--- src/rtl/fixed_width_number_to_ascii_macros.svh ---
// Assertion macros for the files that check their own logic.
`ifndef FIXED_WIDTH_NUMBER_TO_ASCII_MACROS_SVH
`define FIXED_WIDTH_NUMBER_TO_ASCII_MACROS_SVH

// Consequent must hold in the same cycle as the antecedent.
`define FWNA_ASSERT_NOW(label, ante, cons, msg) \
  label: assert property (@(posedge clk) disable iff (rst) (ante) |-> (cons)) \
    else $error(msg);

// Consequent must hold in the cycle after the antecedent.
`define FWNA_ASSERT_NEXT(label, ante, cons, msg) \
  label: assert property (@(posedge clk) disable iff (rst) (ante) |=> (cons)) \
    else $error(msg);

`endif

--- src/rtl/fwna_pkg.sv ---
`timescale 1ns / 1ps

package fwna_pkg;

  localparam int QUEUE_DEPTH = 2;
  localparam int MAX_DIGITS  = 10;
  localparam int DIGITS_W    = 4 * MAX_DIGITS;
  localparam int VALUE_W     = 32;

  localparam logic [2:0] OP_DEC3 = 3'd0;
  localparam logic [2:0] OP_DEC5 = 3'd1;
  localparam logic [2:0] OP_DEC10 = 3'd2;
  localparam logic [2:0] OP_HEX2 = 3'd3;
  localparam logic [2:0] OP_HEX4 = 3'd4;

  localparam logic [6:0] ASCII_ZERO = 7'h30;
  localparam logic [6:0] ASCII_LOWA = 7'h61;

  typedef struct packed {
    logic               is_hex;
    logic [3:0]         ndigits;
    logic [5:0]         nbits;    // conversion steps, zero for hex
    logic [VALUE_W-1:0] value;    // decimal: msb aligned; hex: lsb aligned
  } job_t;

  typedef struct packed {
    logic idle;
    logic pop;
    logic load;
    logic load_last;
  } bstat_t;

  typedef enum logic [1:0] {
    ST_IDLE,
    ST_CONV,
    ST_EMIT
  } bstate_t;

  // add 3 to every BCD digit of 5 or more
  function automatic logic [DIGITS_W-1:0] bcd_adjust(input logic [DIGITS_W-1:0] x);
    logic [DIGITS_W-1:0] r;
    r = x;
    for (int k = 0; k < MAX_DIGITS; k++) begin
      if (x[4*k +: 4] >= 4'd5) begin
        r[4*k +: 4] = x[4*k +: 4] + 4'd3;
      end
    end
    return r;
  endfunction

  function automatic logic [6:0] nib_char(input logic [3:0] nib);
    if (nib < 4'd10) begin
      return ASCII_ZERO + {3'b000, nib};
    end
    return ASCII_LOWA + {3'b000, nib} - 7'd10;
  endfunction

endpackage

--- src/rtl/fwna_if.sv ---
`timescale 1ns / 1ps

interface fwna_num_if;
  logic        valid;
  logic        ready;
  logic [2:0]  opcode;
  logic [31:0] value;

  modport source (output valid, output opcode, output value, input ready);
  modport sink (input valid, input opcode, input value, output ready);
endinterface

interface fwna_text_if;
  logic       valid;
  logic       ready;
  logic [6:0] char_code;
  logic       last;

  modport source (output valid, output char_code, output last, input ready);
  modport sink (input valid, input char_code, input last, output ready);
endinterface

--- src/rtl/fwna_front.sv ---
`timescale 1ns / 1ps

module fwna_front (
  fwna_num_if.sink       num,
  input  logic           q_full,
  output logic           push,
  output fwna_pkg::job_t job
);

  logic legal;

  always_comb begin
    legal = 1'b1;
    job   = '0;
    case (num.opcode)
      fwna_pkg::OP_DEC3: begin
        job.ndigits = 4'd3;
        job.nbits   = 6'd8;
        job.value   = {num.value[7:0], 24'd0};
      end
      fwna_pkg::OP_DEC5: begin
        job.ndigits = 4'd5;
        job.nbits   = 6'd16;
        job.value   = {num.value[15:0], 16'd0};
      end
      fwna_pkg::OP_DEC10: begin
        job.ndigits = 4'd10;
        job.nbits   = 6'd32;
        job.value   = num.value;
      end
      fwna_pkg::OP_HEX2: begin
        job.is_hex  = 1'b1;
        job.ndigits = 4'd2;
        job.value   = {24'd0, num.value[7:0]};
      end
      fwna_pkg::OP_HEX4: begin
        job.is_hex  = 1'b1;
        job.ndigits = 4'd4;
        job.value   = {16'd0, num.value[15:0]};
      end
      default: begin
        legal = 1'b0;  // drop unknown formats
      end
    endcase
  end

  assign num.ready = !q_full;
  assign push      = num.valid && !q_full && legal;

endmodule

--- src/rtl/fwna_queue.sv ---
`timescale 1ns / 1ps

module fwna_queue #(
  parameter int DEPTH = fwna_pkg::QUEUE_DEPTH
) (
  input  logic           clk,
  input  logic           rst,
  input  logic           push,
  input  fwna_pkg::job_t wr_job,
  input  logic           pop,
  output fwna_pkg::job_t head,
  output logic           empty,
  output logic           full
);

  localparam int PW = (DEPTH > 1) ? $clog2(DEPTH) : 1;
  localparam int CW = $clog2(DEPTH + 1);

  fwna_pkg::job_t entries [DEPTH];
  logic [PW-1:0]  wr_ptr;
  logic [PW-1:0]  rd_ptr;
  logic [CW-1:0]  count;

  function automatic logic [PW-1:0] bump(input logic [PW-1:0] p);
    return (p == PW'(DEPTH - 1)) ? '0 : p + 1'b1;
  endfunction

  always_ff @(posedge clk) begin
    if (rst) begin
      wr_ptr <= '0;
      rd_ptr <= '0;
      count  <= '0;
    end else begin
      if (push) begin
        wr_ptr <= bump(wr_ptr);
      end
      if (pop) begin
        rd_ptr <= bump(rd_ptr);
      end
      if (push && !pop) begin
        count <= count + 1'b1;
      end else if (pop && !push) begin
        count <= count - 1'b1;
      end
    end
  end

  always_ff @(posedge clk) begin
    if (push) begin
      entries[wr_ptr] <= wr_job;
    end
  end

  assign head  = entries[rd_ptr];
  assign empty = (count == '0);
  assign full  = (count == CW'(DEPTH));

endmodule

--- src/rtl/fwna_back.sv ---
`timescale 1ns / 1ps

module fwna_back (
  input  logic              clk,
  input  logic              rst,
  input  fwna_pkg::job_t    head,
  input  logic              empty,
  output fwna_pkg::bstat_t  stat,
  fwna_text_if.source       text
);

  fwna_pkg::bstate_t state, state_next;

  logic [fwna_pkg::DIGITS_W-1:0] digits, digits_next;
  logic [fwna_pkg::VALUE_W-1:0]  val, val_next;
  logic [5:0]                    cnt, cnt_next;
  logic [3:0]                    idx, idx_next;
  logic                          ovalid, ovalid_next;
  logic [6:0]                    ochar, ochar_next;
  logic                          olast, olast_next;

  logic [fwna_pkg::DIGITS_W-1:0] adj;
  logic [3:0]                    nib;
  logic                          can_load;

  assign adj      = fwna_pkg::bcd_adjust(digits);
  assign nib      = digits[{idx, 2'b00} +: 4];
  assign can_load = !ovalid || text.ready;

  always_ff @(posedge clk) begin
    if (rst) begin
      state  <= fwna_pkg::ST_IDLE;
      ovalid <= 1'b0;
    end else begin
      state  <= state_next;
      ovalid <= ovalid_next;
    end
  end

  always_ff @(posedge clk) begin
    digits <= digits_next;
    val    <= val_next;
    cnt    <= cnt_next;
    idx    <= idx_next;
    ochar  <= ochar_next;
    olast  <= olast_next;
  end

  always_comb begin
    state_next  = state;
    digits_next = digits;
    val_next    = val;
    cnt_next    = cnt;
    idx_next    = idx;
    ochar_next  = ochar;
    olast_next  = olast;
    ovalid_next = ovalid && !text.ready;
    stat        = '0;
    stat.idle   = (state == fwna_pkg::ST_IDLE);

    case (state)
      fwna_pkg::ST_IDLE: begin
        if (!empty) begin
          stat.pop    = 1'b1;
          digits_next = head.is_hex ? {8'd0, head.value} : '0;
          val_next    = head.value;
          cnt_next    = head.nbits;
          idx_next    = head.ndigits - 4'd1;
          state_next  = head.is_hex ? fwna_pkg::ST_EMIT : fwna_pkg::ST_CONV;
        end
      end
      fwna_pkg::ST_CONV: begin
        // shift-and-add-3, one value bit per cycle, msb first
        {digits_next, val_next} = {adj, val} << 1;
        cnt_next = cnt - 6'd1;
        if (cnt == 6'd1) begin
          state_next = fwna_pkg::ST_EMIT;
        end
      end
      fwna_pkg::ST_EMIT: begin
        if (can_load) begin
          stat.load      = 1'b1;
          stat.load_last = (idx == 4'd0);
          ovalid_next    = 1'b1;
          ochar_next     = fwna_pkg::nib_char(nib);
          olast_next     = (idx == 4'd0);
          if (idx == 4'd0) begin
            state_next = fwna_pkg::ST_IDLE;
          end else begin
            idx_next = idx - 4'd1;
          end
        end
      end
      default: begin
        state_next = fwna_pkg::ST_IDLE;
      end
    endcase
  end

  assign text.valid     = ovalid;
  assign text.char_code = ochar;
  assign text.last      = olast;

endmodule

--- src/rtl/fixed_width_number_to_ascii.sv ---
`timescale 1ns / 1ps
// Channel  Role    Word
// num      sink    opcode[2:0], value[31:0]
// text     source  char_code[6:0], last
//
// Per number, the back end takes it from the queue, then shifts each value bit
// through the shift-and-add-3 unit (8, 16 or 32, none for hex), then emits each character.
// A queue of QUEUE_DEPTH numbers lets num keep flowing while text stalls.
// Unknown format codes are accepted and dropped. Reset is synchronous, active high.

`include "fixed_width_number_to_ascii_macros.svh"

module fixed_width_number_to_ascii #(
  parameter int QUEUE_DEPTH = fwna_pkg::QUEUE_DEPTH
) (
  input logic          clk,
  input logic          rst,
  fwna_num_if.sink     num,
  fwna_text_if.source  text
);

  fwna_pkg::job_t   job;
  fwna_pkg::job_t   head;
  fwna_pkg::bstat_t stat;
  logic             push;
  logic             q_empty;
  logic             q_full;

  fwna_front u_front (
    .num    (num),
    .q_full (q_full),
    .push   (push),
    .job    (job)
  );

  fwna_queue #(
    .DEPTH (QUEUE_DEPTH)
  ) u_queue (
    .clk    (clk),
    .rst    (rst),
    .push   (push),
    .wr_job (job),
    .pop    (stat.pop),
    .head   (head),
    .empty  (q_empty),
    .full   (q_full)
  );

  fwna_back u_back (
    .clk   (clk),
    .rst   (rst),
    .head  (head),
    .empty (q_empty),
    .stat  (stat),
    .text  (text)
  );

  `FWNA_ASSERT_NOW(a_pop_when_idle, stat.pop, stat.idle && !q_empty, "pop while busy or empty")
  `FWNA_ASSERT_NEXT(a_last_frees_back, stat.load_last, stat.idle, "back busy after last char")
  `FWNA_ASSERT_NEXT(a_push_fills_queue, push && !stat.pop, !q_empty, "pushed word lost")
  `FWNA_ASSERT_NEXT(a_load_shows_word, stat.load, text.valid, "loaded char not shown")

endmodule
--- src/flat_wrapper.sv ---
// flat-port wrapper written by rule: the top's interface ports become plain ports
module fixed_width_number_to_ascii_flat 
#(
  parameter int QUEUE_DEPTH = fwna_pkg::QUEUE_DEPTH
)
  (clk, rst, num_valid, num_opcode, num_value, num_ready, text_valid, text_char_code, text_last, text_ready);
  fwna_num_if num_i ();
  fwna_text_if text_i ();
  input logic clk;
  input logic rst;
  input wire logic [$bits(num_i.valid)-1:0] num_valid;
  input wire logic [$bits(num_i.opcode)-1:0] num_opcode;
  input wire logic [$bits(num_i.value)-1:0] num_value;
  output wire logic [$bits(num_i.ready)-1:0] num_ready;
  output wire logic [$bits(text_i.valid)-1:0] text_valid;
  output wire logic [$bits(text_i.char_code)-1:0] text_char_code;
  output wire logic [$bits(text_i.last)-1:0] text_last;
  input wire logic [$bits(text_i.ready)-1:0] text_ready;
  assign num_i.valid = num_valid;
  assign num_i.opcode = num_opcode;
  assign num_i.value = num_value;
  assign num_ready = num_i.ready;
  assign text_valid = text_i.valid;
  assign text_char_code = text_i.char_code;
  assign text_last = text_i.last;
  assign text_i.ready = text_ready;
  fixed_width_number_to_ascii #(.QUEUE_DEPTH(QUEUE_DEPTH)) u_core (.clk(clk), .rst(rst), .num(num_i), .text(text_i));
endmodule
--- config.mk ---
export PLATFORM = sky130hd
export DESIGN_NAME = fixed_width_number_to_ascii_flat
export DESIGN_NICKNAME = d
export VERILOG_FILES = /design/src/rtl/fwna_pkg.sv /design/src/rtl/fwna_if.sv /design/src/rtl/fwna_front.sv /design/src/rtl/fwna_queue.sv /design/src/rtl/fwna_back.sv /design/src/rtl/fixed_width_number_to_ascii.sv /design/src/flat_wrapper.sv
export VERILOG_INCLUDE_DIRS = /design/src /design/src/rtl
export SDC_FILE = /design/constraint.sdc
export NUM_CORES = 1
export LEC_CHECK = 0
export BUFFER_PORTS_ARGS = -buffer_cell sky130_fd_sc_hd__buf_2
export CAP_MARGIN = 10
export CORE_MARGIN = 2
export CORE_UTILIZATION = 35
export DETAILED_ROUTE_END_ITERATION = 10
export SETUP_SLACK_MARGIN = 0.4
export SYNTH_ARGS = -nofsm -noshare
export SYNTH_HDL_FRONTEND = slang
export SYNTH_SLANG_ARGS = --single-unit
--- constraint.sdc ---
create_clock -name clk -period 12.3 [get_ports clk]
set_clock_uncertainty 0.1 [all_clocks]
set_input_delay 2.46 -clock clk [delete_from_list [all_inputs] [get_ports clk]]
set_output_delay 2.46 -clock clk [all_outputs]
set_load 0.005 [all_outputs]
# ---- After elaboration in Yosys (flattened, before gate mapping)
# Memories as Yosys holds them, arrays and structs flattened. A register that Yosys moved wholly into a read port is not among the register bits.
# Cells that the tools add are included.
dict set report totals {
  register_bits 97
  ram_bits 86
  output_inout_bits 10
  elab_cells 130
  memories 1
}
# memory words width rd rd_clocked_by_memory_dff wr line_no
set memory_table {}
lappend memory_table {u_core.u_queue.entries 2 43 1 1 1 fwna_queue.sv:19} ;# fwna_pkg::job_t entries [DEPTH];
dict set report op_classes {
  n_addsub 20
  n_lt_le_gt_ge 11
  n_eq_ne 13
  shifts 1
  n_mux 49
  reduce_logical 24
}
# op n
set op_table {}
lappend op_table {{case mux 32 bit (5 select lines)} 1}
lappend op_table {{case mux 40 bit (2 select lines)} 1}
lappend op_table {{two-way mux 32 bit} 2}
lappend op_table {{case mux 32 bit (2 select lines)} 1}
lappend op_table {{two-way mux 4 bit} 12}
lappend op_table {{greater-or-equal comparator 4 x 3 -> 1 bit, second input constant} 10}
lappend op_table {{two-way mux 40 bit} 1}
lappend op_table {{indexed part select 40 x 7 -> 4 bit} 1}
lappend op_table {{adder 4 x 2 -> 4 bit, second input constant} 9}
lappend op_table {{case mux 4 bit (5 select lines)} 1}
lappend op_table {{case mux 6 bit (3 select lines)} 1}
lappend op_table {{two-way mux 1 bit} 15}
lappend op_table {{two-way mux 2 bit} 7}
lappend op_table {{two-way mux 7 bit} 2}
lappend op_table {{case mux 6 bit (2 select lines)} 1}
lappend op_table {{inequality test 2 bit, second input constant} 5}
lappend op_table {{case mux 4 bit (2 select lines)} 1}
lappend op_table {{AND reduction 4 bit} 2}
lappend op_table {{subtractor 4 x 1 -> 4 bit, second input constant} 2}
lappend op_table {{adder 6 x 4 -> 7 bit, first input constant} 1}
lappend op_table {{adder 6 x 5 -> 7 bit, first input constant} 1}
lappend op_table {{subtractor 7 x 4 -> 7 bit, second input constant} 1}
lappend op_table {{equality test 3 x 2 -> 1 bit, second input constant} 2}
lappend op_table {{equality test 6 x 1 -> 1 bit, second input constant} 1}
lappend op_table {{other kinds (23)} 37}

# ---- Logic depth before layout (Yosys ltp)
dict set report depth {
  word_depth 8
  depth_mapped 9
}

# ---- By module
# A second synthesis with hierarchy kept.
dict set report unflattened {
  hier_cells 779
  hier_area_um2 9236.4
}
# mod instances cells_each area_each_um2 seq_area_each_um2
set modules_own_cells {}
lappend modules_own_cells {fwna_back 1 530 5311.3 2762.6}
lappend modules_own_cells {fwna_queue 1 156 3309.4 2682.6}
lappend modules_own_cells {fwna_front 1 93 615.6 0.0}

# ---- Worst setup path after synthesis
# Ideal clock, no wire load.
dict set report synth_timing {
  kind {input-to-reg}
  start {in num_opcode[0]}
  end {mem u_core.u_queue.entries[0][0] (netlist name) (enable)}
  arrival_ps 4649
  required_time_ps 11762
  setup_slack_ps 7113
  stages 4
  path_cell_list {clkbuf_1 -> o21ai_0 -> nand3_1 -> nor2_1}
}
dict set report synth_via {
  elab_chain_cells 6
  elab_cells_between_ends 10
}
# item line_no
set synth_rtl {}
lappend synth_rtl {{start, declared} flat_wrapper.sv:12} ;# input wire logic [$bits(num_i.opcode)-1:0] num_opcode;
lappend synth_rtl {{equality test 3 bit, or another cell as far along} fwna_front.sv:15} ;# case (num.opcode)
lappend synth_rtl {{OR reduction 5 bit (no line) *} --}
lappend synth_rtl {{two-way mux 1 bit *} fwna_front.sv:15}
lappend synth_rtl {{logical AND 1 bit *} fwna_front.sv:48} ;# assign push = num.valid && !q_full && legal;
lappend synth_rtl {{two-way mux 1 bit *} fwna_queue.sv:49} ;# if (push) begin
lappend synth_rtl {{two-way mux 1 bit (not written as such) *} fwna_queue.sv:50} ;# entries[wr_ptr] <= wr_job;
lappend synth_rtl {{end, declared} fwna_queue.sv:19}
# Mark *: on every way between the ends. The rest lies on a longest branch, timed or not.

# ---- Final worst setup path
dict set report layout_timing {
  start {in num_opcode[1]}
  end {mem u_core.u_queue.entries[1][10] (netlist name) (enable)}
}
# Same word-level chain as after synthesis.

==> summary.md <==
| Metric | Value |
|---|---|
| Status | `finished clean` |
| CP arrival | `4.36 ns` |
| Peak fanout along the critical path | `40` |
| Port Buffer Count | `48` |
| Setup Viol. Count Final | `0` |
| Headroom to the max-slew limit | `0.1928` |
| Nets | `808` |
| Crit-path cells | `buf_2 -> o21ai_0 -> nand3_1 -> nor2_4` |
| DR WL/cell | `16.21 um` |
| Synth Register Bits | `178` |
| GRT overflow | `0` |
| Post-Place Worst Slack | `7.396 ns` |
| Clock buffer depth | `2` |
| Sequential share of the synthesized area | `0.6084` |
| Number of global-route vias before repair | `5161` |
| Syn_nets | `774` |
| Largest stage delay on the critical path | `0.98 ns` |
| HPWL after detailed placement | `12020 um` |
| Fmax | `0.2258 GHz` |
| CTS tree | `built` |
| Rows | `57` |
| Dominant cell type by area after synthesis | `edfxtp_1` |
| Synth unique cells | `43` |
| Min cycle time layout | `4.428 ns` |
| Worst Setup Slack, final | `7.872 ns` |
| Worst VDD drop | `0.1369 mV` |
| Commonest cells post-synth | `edfxtp_1, nor2_1, a21oi_1` |
| Pins over their slew limit | `0` |
| Largest net degree at the start of global routing | `106` |
| Overall routing resource usage | `0.1387` |
| First-pass DRT Iterations | `5` |
| DR iter-0 viols | `454` |
| MaxCap Viol Count | `0` |
| Vias per inst | `4.942` |
| Post-CTS Setup Repair Bufs | `0` |
| Initial antenna violation count | `0` |
| CTS resizes | `0` |
| DIE HEIGHT | `161.2 um` |
| Pwr dens | `272.7 nW/um2` |
| Slack of the worst reg-to-reg path | `9.32 ns` |
| # IOs | `49` |
| Mapped Cells | `710` |
| Vias post-DR | `5342` |
| Layout area overhead | `13.42%` |
| RSZ-0062 raised after global routing | `no` |
| Antenna diodes | `0` |
| EDFF count, synth | `170` |
| Synthesized area | `8653 um2` |
| First-pass GRT wire length | `27730 um` |
| # hold bufs at CTS | `0` |
| Filler instances | `2262` |
| Synth top area share | `0.5899` |
| Core area | `24320 um2` |
| Worst-Skew Late Latency | `0.43 ns` |
| Most frequent cell after synthesis | `edfxtp_1` |
| CP Class | `input port to register` |
| HP Class | `register to register` |
| Htree depth | `4` |
| Global placement routability congestion | `0.7967` |
| Setup TNS | `0 ns` |
| Final worst-path cycle share | `0.3600` |
| Syn Area/Cell | `12.19 um2` |
| Die Wd | `161.2 um` |
| CP Launch Type | `input port` |
| Worst path required time | `12.24 ns` |
| Pleak | `0.003501 uW` |
| DRT antenna net count | `0` |
| Slowest cell on crit path | `nor2_4` |
| Root buf cell | `clkbuf_16` |
| Worst Max-Slew Pin Slew | `1.208 ns` |
| CTS clock-pin slew for the worst setup and hold paths | `0.07 ns` |
| Synth area leaders | `edfxtp_1, mux2i_1, a21oi_1, nor2_1, ha_1` |
| CP endpoint kind | `register` |
| Synth async-reset ratio | `0` |
| Share of cells above drive strength 1 | `0.1281` |
| Hold Fails Final Rpt | `0` |
| Ys Warns | `0` |
| DIE AREA | `26000 um2` |
| Final wirelength | `17530 um` |
| Initial Util | `0.3558` |
| Clock buffer count from CTS | `17` |
| CTS sink cnt | `178` |
| Synth Flop Type | `edfxtp_1` |
| DRC | `0` |
==> path summary, 6_finish.rpt <==
path	end	from	cells after the start
worst max-delay path	u_core.u_queue.entries[1][10]	num_opcode[1]	4
worst min-delay path	u_core.u_queue.rd_ptr	u_core.u_queue.rd_ptr	2
worst max register to register	u_core.u_back.text.char_code[2]	u_core.u_back.idx[0]	6
worst min register to register	u_core.u_queue.rd_ptr	u_core.u_queue.rd_ptr	2
==> where the power goes <==
part / switching [uW] / internal (uW) / leakage, uW
Combinational: 592 / 386 / 0.00152
Clock: 237 / 325 / 0.000289
Sequential: 147 / 989 / 0.00170
==> layout by cell type (no fill, tap or decap), types with 13 or more instances in the layout <==
master     count
a21oi_1       79
nor2_1        90
nor2b_1       17
nand2_1       17
ha_1          25
xnor2_1       20
nand2b_1      13
or3_1         25
mux2i_1       54
o21ai_0       42
clkbuf_16     17
buf_2         48
edfxtp_1     170
inv_1         27
==> critical path, delay by kind of cell <==
kind / cells / cell delay, ns
AOI/OAI and AO/OA: 1 / 0.35
buffers and inverters: 1 / 0.22
and+or+nand+nor: 2 / 1.29
==> area by class of cell <==
class / instances / area, um2 / share of cell area
Sequential cell: 178 / 5266 / 0.5366
Inverter: 27 / 101.3 / 0.01033
Clock buffer: 20 / 436.7 / 0.04449
Tap cell: 324 / 405.4 / 0.04131
Clock inverter: 12 / 168.9 / 0.01721
Multi-Input combinational cell: 468 / 3166 / 0.3225
Timing Repair Buffer: 52 / 270.3 / 0.02754
==> per-stage QoR <==
step	hold slack, ns	power (uW)	instance area, um2	utilization	instances
detailed placement	0.4037	2133	9209	0.3787	1049
global route	0.4688	2871	9814	0.4036	1081
finish	0.4199	2676	9814	0.4036	1081
floorplan	0.3719	1886	8653	-	710
global placement	0.3964	2115	9209	0.3787	1049
CTS	0.4230	2701	9814	0.4036	1081
==> flip-flops by register name, summed over array words and instances, names as in the netlist, named ones only <==
| register | cells |
|---|---|
| u_core.u_back.digits | 40 |
| u_core.u_back.text.char_code | 7 |
| u_core.u_back.text.valid | 1 |
| u_core.u_back.cnt | 6 |
| u_core.u_queue.rd_ptr | 1 |
| u_core.u_back.state | 2 |
| u_core.u_queue.entries | 80 |
| u_core.u_queue.count | 2 |
| u_core.u_back.text.last | 1 |
| u_core.u_queue.wr_ptr | 1 |
| u_core.u_back.idx | 4 |
| u_core.u_back.val | 32 |
==> metal layers <==
layer / track usage / up-vias / share of wire
li1: - / 2660 / -
met1: 0.2001 / 2559 / 0.50
met2: 0.2087 / 109 / 0.45
met3: 0.03159 / 14 / 0.038
met4: 0.04221 / 0 / 0.012
met5: 0 / - / 0
==> logic make-up after synthesis <==
group                    share of synthesized area
buffers and inverters                      0.02964
XOR/XNOR                                   0.03239
flip-flops                                  0.6084
AND/OR/NAND/NOR                             0.1079
other                                    0.0004334
AO/OA/AOI/OAI                               0.1057
multiplexers                               0.07938
adder cells (fa/ha/maj)                    0.03615
Note: power is estimated with default switching activity, not from simulation.
